$ cat config.mk
export PLATFORM = sky130hd
export DESIGN_NAME = sslu_ctrl
export DESIGN_NICKNAME = d
export VERILOG_FILES = /design/src/rtl/core/sslu_pkg.sv /design/src/rtl/core/sslu_ctrl.sv
export SDC_FILE = /design/constraint.sdc
export NUM_CORES = 1
export LEC_CHECK = 0
export BUFFER_PORTS_ARGS = -buffer_cell sky130_fd_sc_hd__clkbuf_2
export CORE_AREA = 2 2 39 41
export DETAILED_ROUTE_END_ITERATION = 7
export DIE_AREA = 0 0 41 43
export PLACE_DENSITY = 0.49
export SLEW_MARGIN = 10
export SYNTH_ARGS = -nofsm -noshare
export SYNTH_HDL_FRONTEND = slang
export SYNTH_SLANG_ARGS = --single-unit
$ cat constraint.sdc
create_clock -name clk -period 2 [get_ports clk]
set_input_delay 0 -clock clk [delete_from_list [all_inputs] [get_ports clk]]
set_output_delay 0 -clock clk [all_outputs]
set_load 0.01 [all_outputs]
$ cat src/rtl/core/sslu_pkg.sv
// Shared types and codes for the scoped symbol stack lookup unit.
`timescale 1ns / 1ps
`default_nettype none

package sslu_pkg;

  localparam int KEY_W    = 64;
  localparam int HANDLE_W = 16;
  localparam int COUNT_W  = 7;
  localparam int OCC_W    = 7;

  localparam logic [1:0] KIND_INSERT = 2'd0;
  localparam logic [1:0] KIND_LOOKUP = 2'd1;
  localparam logic [1:0] KIND_REMOVE = 2'd2;

  localparam logic [1:0] STAT_OK    = 2'd0;
  localparam logic [1:0] STAT_FULL  = 2'd1;
  localparam logic [1:0] STAT_UNDER = 2'd2;

  typedef struct packed {
    logic [1:0]          kind;
    logic [KEY_W-1:0]    key;
    logic [HANDLE_W-1:0] handle;
    logic [COUNT_W-1:0]  remove_count;
  } in_item_t;

  typedef struct packed {
    logic [1:0]          status;
    logic                found;
    logic [HANDLE_W-1:0] found_handle;
    logic [OCC_W-1:0]    occupancy;
  } out_item_t;

  typedef enum logic [1:0] {
    S_IDLE,
    S_EXEC,
    S_SCAN,
    S_DONE
  } state_t;

  // controller -> datapath
  typedef struct packed {
    logic load;        // capture the incoming item
    logic exec;        // finish a non-search operation
    logic scan_start;  // point the search at the newest entry
    logic scan_run;    // issue one read per cycle
    logic scan_end;    // capture the search result
    logic emit;        // move the result to the output register
  } cmd_t;

  // datapath -> controller
  typedef struct packed {
    logic is_lookup;
    logic empty;
    logic hit;
    logic bottom;
    logic out_free;
  } sts_t;

endpackage

`default_nettype wire

$ cat src/rtl/core/sslu_ctrl.sv
// Sequencer for the symbol stack: item intake, search control and result hand-off.
`timescale 1ns / 1ps
`default_nettype none

module sslu_ctrl (
  input  wire logic          clk,
  input  wire logic          rst,
  input  wire logic          in_valid,
  output logic               in_stall,
  output sslu_pkg::cmd_t     cmd,
  input  wire sslu_pkg::sts_t sts
);
  import sslu_pkg::*;

  state_t state, state_next;

  always_ff @(posedge clk) begin
    if (rst) begin
      state <= S_IDLE;
    end else begin
      state <= state_next;
    end
  end

  always_comb begin
    state_next = state;
    cmd        = '0;
    in_stall   = 1'b1;
    unique case (state)
      S_IDLE: begin
        in_stall = 1'b0;
        if (in_valid) begin
          cmd.load   = 1'b1;
          state_next = S_EXEC;
        end
      end
      S_EXEC: begin
        if (sts.is_lookup && !sts.empty) begin
          cmd.scan_start = 1'b1;
          state_next     = S_SCAN;
        end else begin
          cmd.exec   = 1'b1;
          state_next = S_DONE;
        end
      end
      S_SCAN: begin
        cmd.scan_run = 1'b1;
        if (sts.hit || sts.bottom) begin
          cmd.scan_end = 1'b1;
          state_next   = S_DONE;
        end
      end
      S_DONE: begin
        if (sts.out_free) begin
          cmd.emit = 1'b1;
          in_stall = 1'b0;
          if (in_valid) begin
            cmd.load   = 1'b1;
            state_next = S_EXEC;
          end else begin
            state_next = S_IDLE;
          end
        end
      end
      default: begin
        state_next = S_IDLE;
      end
    endcase
  end

`ifndef SYNTHESIS
  a_scan_needs_entries: assert property (@(posedge clk) disable iff (rst)
    cmd.scan_start |-> (sts.is_lookup && !sts.empty))
    else $error("search started without entries");

  a_done_after_scan: assert property (@(posedge clk) disable iff (rst)
    (state == S_SCAN && (sts.hit || sts.bottom)) |=> state == S_DONE)
    else $error("search end not followed by result hand-off");

  a_load_only_when_open: assert property (@(posedge clk) disable iff (rst)
    cmd.load |-> (state == S_IDLE || (state == S_DONE && sts.out_free)))
    else $error("item taken while busy");
`endif

endmodule

`default_nettype wire

* Word-level counts from Yosys, hierarchy flattened
Cells that the tools add are included.
Operators by class: eq/ne operators 6, multiplexer cells 18, reductions and logical operators 5
Operators with widths (number):
- $mux W1 | 10
- $mux W2 | 5
- $pmux W2 S4 | 1
- $ne A2 B2 Y1 const B | 3
- $eq A2 B2 Y1 const B | 2
- $pmux W1 S2 | 2
- $reduce_and A3 Y1 | 1
- $eq A2 B1 Y1 const B | 1
- $logic_not A2 Y1 | 1
- $logic_and A1 B1 Y1 | 1
- $logic_not A1 Y1 | 1
- $logic_or A1 B1 Y1 | 1
Storage, ports and cells: register bits 2, input port bits 8, output and inout bits 7

* Logic depth before layout (Yosys ltp)
Gate-level depths: netlist of the first run.
depth in word-level cells 4, gate-level depth with buffers 5

* Worst setup path after synthesis of the first run
Ideal clock, no wire load.
kind register to register, start point register state[0], end point register state[0], library setup time 0.088 ns, data arrival time 1.321 ns, data required time 1.912 ns, path slack 0.591 ns, cell stages (with the launch flop) 6, path buffers 0, cell sequence dfxtp_1 > inv_1 > ha_1 > or3b_4 > and3_4 > a311oi_2
Between the ends: cells in the longest elaborated chain, start to end 3
Ends and longest elaborated chain:
- start: declaration | RTL line sslu_ctrl.sv:15 | state_t state, state_next;
- start signal: assignment | RTL line sslu_ctrl.sv:21 | state <= state_next;
- $eq A2 B2 Y1 or $logic_not A2 Y1 (tied branches) | RTL line sslu_ctrl.sv:29 | unique case (state)
- $ne A2 B2 Y1 (no source line)
- $reduce_and A3 Y1 (no source line)
Several ways; a longest one is shown, not always the timed one. A chain may end at the register's enable or synchronous reset.

* Final worst setup path of the first run
Ends and elaborated chain as after synthesis.

==> results.cfg, run 1 <==
[run_status]
outcome = finished, final reports clean

[finish]
instances_no_fill = 65
largest_reg_flops = 2
fillers = 157
layout_common_cells = clkbuf_2, ha_1, inv_1, clkbuf_4
area_delta_synth_final_pct = 45.6
reg_top3 = state (2)
nNetsFinal = 65
drive_above_1_share = 0.449
top_register = state
diodes = 0
final_common_cell = clkbuf_2

[placed_design]
dpl.hpwl_um = 445
placedCellCount = 61
io_buffers = 14
place.gp.congestion = 0.738

[synthesis]
syn-num-nets = 45
synth-seq-cells = 2
yosysUniqueCellTypes = 18
yosys.area.top_type = ha_1
ys_seq_area_frac = 0.149
synthCells = 31
yosys.area.top_type_share = 0.279
post_synth.cell_area_avg_um2 = 8.68
yosysWarnings = 0
synth_area_leaders = ha_1, dfxtp_1, inv_1
synth_area_um2 = 269

[detailed_routing]
wl_per_cell_um = 8.58
drc = 0
antenna_left = 0
drt-total-wl_um = 558
via_count = 264
drt_iter0_drc = 6
routed_via_density = 4.06
drt_pass1_iterations = 4

[setup_path]
worstReg2RegEnd = state[0]
r2r.worst_path.cells = 5
setup.worst_path.start_class = flip-flop
crit_type = flip-flop to flip-flop
reg2reg_slack_ns = 0.51
crit_end = state[0]
critPathLaunch = state[0]
crit_fanout = 4
required_ns = 2.15
crit_path_end_kind = flip-flop
cp.arrival_ns = 1.64
r2r_start = state[0]

[worst_hold_path]
worstHoldPathCells = 4
min_path_type = input port to flip-flop

[sta]
slew_violations = 0
setup_tns_ns = 0
tightestPinTransition_ns = 0.258
slew_headroom = 0.827
clock_skew_ns = 0.00568
fin_crit_sh = 0.746
setup_viol = 0
fmax_ghz = 0.671
grt_setup_unrepaired = no
hold_viol = 0
period_minus_slack_ns = 1.49

[floorplanning]
rows = 14
start_util = 0.194
die_width_um = 41
die_h_um = 43
core_region_area_um2 = 1380
dieArea_um2 = 1760
io_pins = 15

[clock_tree]
clock_sinks = 2
cts_tree = built
clk_pin_slew_ns = 0.03
cts-resized-gates = 0
clk_path_buf_depth = 2
cts_hold_buf = 1
cts_root_buf = clkbuf_4
cts_inserted_buffers = 3
clk_latency_ns = 0.23
cts.htree.levels = 1
post_cts_buffers = 0

[global_routing]
antenna_found_initial = 0
first_global_vias = 213
track_usage = 0.0852
grt_start_max_net_pins = 5
overflow = 0
grt_pass1_wl_um = 903

[power]
power_density_nw_per_um2 = 1260
cellLeakagePower_nw = 0.202
ir_drop_v = 0.000620
finalPower_uw = 492

[job]
cap_violations = 0
==> stage by stage <==
stage               hold WS (ns)  area, um2  setup slack, ns  utilization
finish                     0.144        392            0.509        0.283
global route               0.179        392            0.393        0.283
detailed placement         0.198        359            0.508        0.259
CTS                        0.137        392            0.503        0.283
floorplan                 0.0679        269            0.591            -
global placement           0.198        359            0.513        0.259
==> cells by family (layout without fill, tap and decap cells) <==
kind of cell,Yosys count,after routing,share of synthesized area
AO/OA/AOI/OAI,7,7,0.205
adder cells (fa/ha/maj),6,6,0.279
buffers and inverters,5,23,0.0698
flip-flops,2,2,0.149
AND/OR/NAND/NOR,11,11,0.298
==> critical path: stages, from the launching register on <==
cell      delay (ns)
dfxtp_1         0.32
inv_1           0.13
ha_1            0.18
or3b_4          0.40
and3_4          0.16
a311oi_2        0.21
==> area by class of cell <==
| cell class | count | area, um2 | area share |
|---|---|---|---|
| clock buffers | 3 | 22.5 | 0.0575 |
| inverters | 5 | 18.8 | 0.0479 |
| multi-input cells | 24 | 210 | 0.537 |
| flip-flops and latches | 2 | 40.0 | 0.102 |
| well taps | 16 | 20.0 | 0.0511 |
| repair buffers | 15 | 80.1 | 0.204 |
==> per-layer routing <==
metal  track usage  vias to the layer above  routed length [um]
met5             0                        -                   0
met4         0.100                        0                  21
met3        0.0471                        2                  58
met2        0.0875                       15                 203
met1         0.105                      103                 274
li1              -                      144                   -
==> synth_stat cells (all sizes together) <==
library cell and count:
nor3b 1, a31oi 1, and3 1, a311oi 1, nand4 1, or3b 1, nand2b 3, nor2 2
inv 5, a31o 1, and2 1, a211oi 1, o21a 1, a21oi 2, dfxtp 2, ha 6
nand2 1
==> where the power goes <==
group          switching, mW  internal (mW)  total (mW)
Clock                 0.0281         0.0666      0.0947
Combinational          0.171          0.148       0.319
Sequential            0.0190         0.0593      0.0783
Total                  0.218          0.274       0.492
==> worst min path at each step <==
stage	start	to	slack (ns)
2_1_floorplan	rst	state[0]	0.07
3_3_place_gp	rst	state[0]	0.20
3_5_place_dp	rst	state[0]	0.20
4_1_cts	sts[4]	state[0]	0.14
5_1_grt	sts[4]	state[0]	0.18
6_report	sts[4]	state[0]	0.14
Power figures use the tool's default switching activity.
==> run 2, diff against run 1 <==
- ABC_AREA: default -> 1
- clock period: 2 -> 1.54 ns (I/O delays scaled with it)
==> results.cfg, run 2 <==
[run_status]
outcome = finished, final reports clean

[power]
clock_power_share = 0.182
finalPower_uw = 641
ir_drop_v = 0.000434
pwr-share-seq = 0.157
power_frac_comb = 0.661
cellLeakagePower_nw = 0.244
p_switching_uw = 301
swShare = 0.470
power_density_nw_per_um2 = 1670
p_int_uw = 340

[finish]
area_delta_synth_final_pct = 41.7
layout_common_cells = clkbuf_2, inv_1, nand2_1, nor2_1, ha_1
nNetsFinal = 75
top_register = state
diodes = 0
design_area_um2 = 383
drive_above_1_share = 0.390
largest_reg_flops = 2
fillers = 168
post-route-util = 0.277
reg_top3 = state (2)
final_common_cell = clkbuf_2

[synthesis]
syn-num-nets = 56
ys_seq_area_frac = 0.148
synth_area_um2 = 270
yosysWarnings = 0
yosys.area.top_type = ha_1
synth_edf_count = 0
post_synth.cell_area_avg_um2 = 6.43
yosysMostFrequentCell = inv_1
synthFlopType = dfxtp_1
yosys.area.top_type_share = 0.278
synth_top_cells_by_count = inv_1, nand2_1, ha_1, nor2_1
synth-seq-cells = 2
synth_area_leaders = ha_1, dfxtp_1, inv_1
yosysUniqueCellTypes = 11
synthArstFlopShare = 0
synthCells = 42

[setup_path]
crit_fanout = 5
crit_chain = inv_1 > ha_1 > o21ai_0 > nor2_1 > clkbuf_2
setup.worst_path.start_class = flip-flop
crit_type = flip-flop to output pin
cp_num_buf_inv = 2
required_ns = 1.54
crit_path_end_kind = output pin
max_stage_delay_ns = 0.35
crit_family = flip-flops
cp.arrival_ns = 1.32
crit_slowest_cell = dfxtp_1

[sta]
period_minus_slack_ns = 1.32
slew_violations = 0
setup_viol = 0
grt_setup_unrepaired = no
fin_ws_ns = 0.215
clock_skew_ns = 0.00242
fmax_ghz = 0.755
tightestPinTransition_ns = 0.181
slew_headroom = 0.878
hold_viol = 0
setup_tns_ns = 0
fin_crit_sh = 0.860

[floorplanning]
die_h_um = 43
core_region_area_um2 = 1380
rows = 14
die_width_um = 41
io_pins = 15
start_util = 0.195
dieArea_um2 = 1760

[clock_tree]
cts_inserted_buffers = 3
clk_pin_slew_ns = 0.03
clock_sinks = 2
post_cts_buffers = 0
cts-resized-gates = 0
clk_path_buf_depth = 2
cts_hold_buf = 0
cts_tree = built
cts_root_buf = clkbuf_4
clk_latency_ns = 0.23
cts.htree.levels = 1

[placed_design]
io_buffers = 14
dpl.hpwl_um = 474
place.gp.congestion = 0.673
dp_slack_ns = 0.319
placed_cell_area_um2 = 360

[detailed_routing]
wl_per_cell_um = 7.32
antenna_left = 0
drc = 0
drt_pass1_iterations = 2
routed_via_density = 3.97
via_count = 298
drt-total-wl_um = 549
drt_iter0_drc = 6

[global_routing]
antenna_found_initial = 0
first_global_vias = 280
grt_pass1_wl_um = 993
grt_start_max_net_pins = 6
overflow = 0
track_usage = 0.0902

[job]
cap_violations = 0

[worst_hold_path]
min_path_type = input port to flip-flop
==> run 2: final cells by class <==
class / instances / area, um2 / area share
clock buffer: 3 / 22.5 / 0.0588
inverter: 10 / 37.5 / 0.0980
multi-input combinational: 30 / 193 / 0.503
sequential: 2 / 40.0 / 0.105
tap: 16 / 20.0 / 0.0523
timing repair buffer: 14 / 70.1 / 0.183
==> run 2: kinds of logic after synthesis <==
group | synth area share
simple gates | 0.366
buf+inv | 0.139
compound gates | 0.0695
flops | 0.148
fa+ha+maj | 0.278
==> run 2: worst paths after layout <==
path / from / endpoint / slack, ns / depth (start not counted)
max: state[0] / cmd[5] / 0.22 / 5
min: rst / state[1] / 0.03 / 4
max reg2reg: state[0] / state[0] / 0.33 / 8
min reg2reg: state[1] / state[1] / 0.67 / 4
==> run 2: per-layer routing <==
layer,vias up,global-route usage,wire (um)
li1,157,-,-
met1,129,0.0958,217
met2,8,0.113,272
met3,4,0.0471,36
met4,0,0.100,23
met5,-,0,0
==> run 2: worst register-to-register path: cells and delay by family (launching register included) <==
| kind | cells | cell delay [ns] |
|---|---|---|
| buffers and inverters | 2 | 0.16 |
| adder cells (fa/ha/maj) | 1 | 0.23 |
| AND/OR/NAND/NOR | 5 | 0.37 |
| flip-flops | 1 | 0.35 |
==> run 2: stage by stage <==
step	hold WS, ns	cells
3_5_place_dp	0.264	72
3_3_place_gp	0.258	72
4_1_cts	0.0362	75
2_1_floorplan	0.0503	42
5_1_grt	0.0517	75
6_report	0.0348	75
==> run 2: power groups by stage <==
stage	Clock, mW	Sequential (mW)	Combinational, mW
3_3_place_gp	0	0.104	0.428
4_1_cts	0.122	0.100	0.433
5_1_grt	0.130	0.104	0.500
6_report	0.117	0.100	0.424
2_1_floorplan	0	0.0963	0.314
3_5_place_dp	0	0.101	0.431
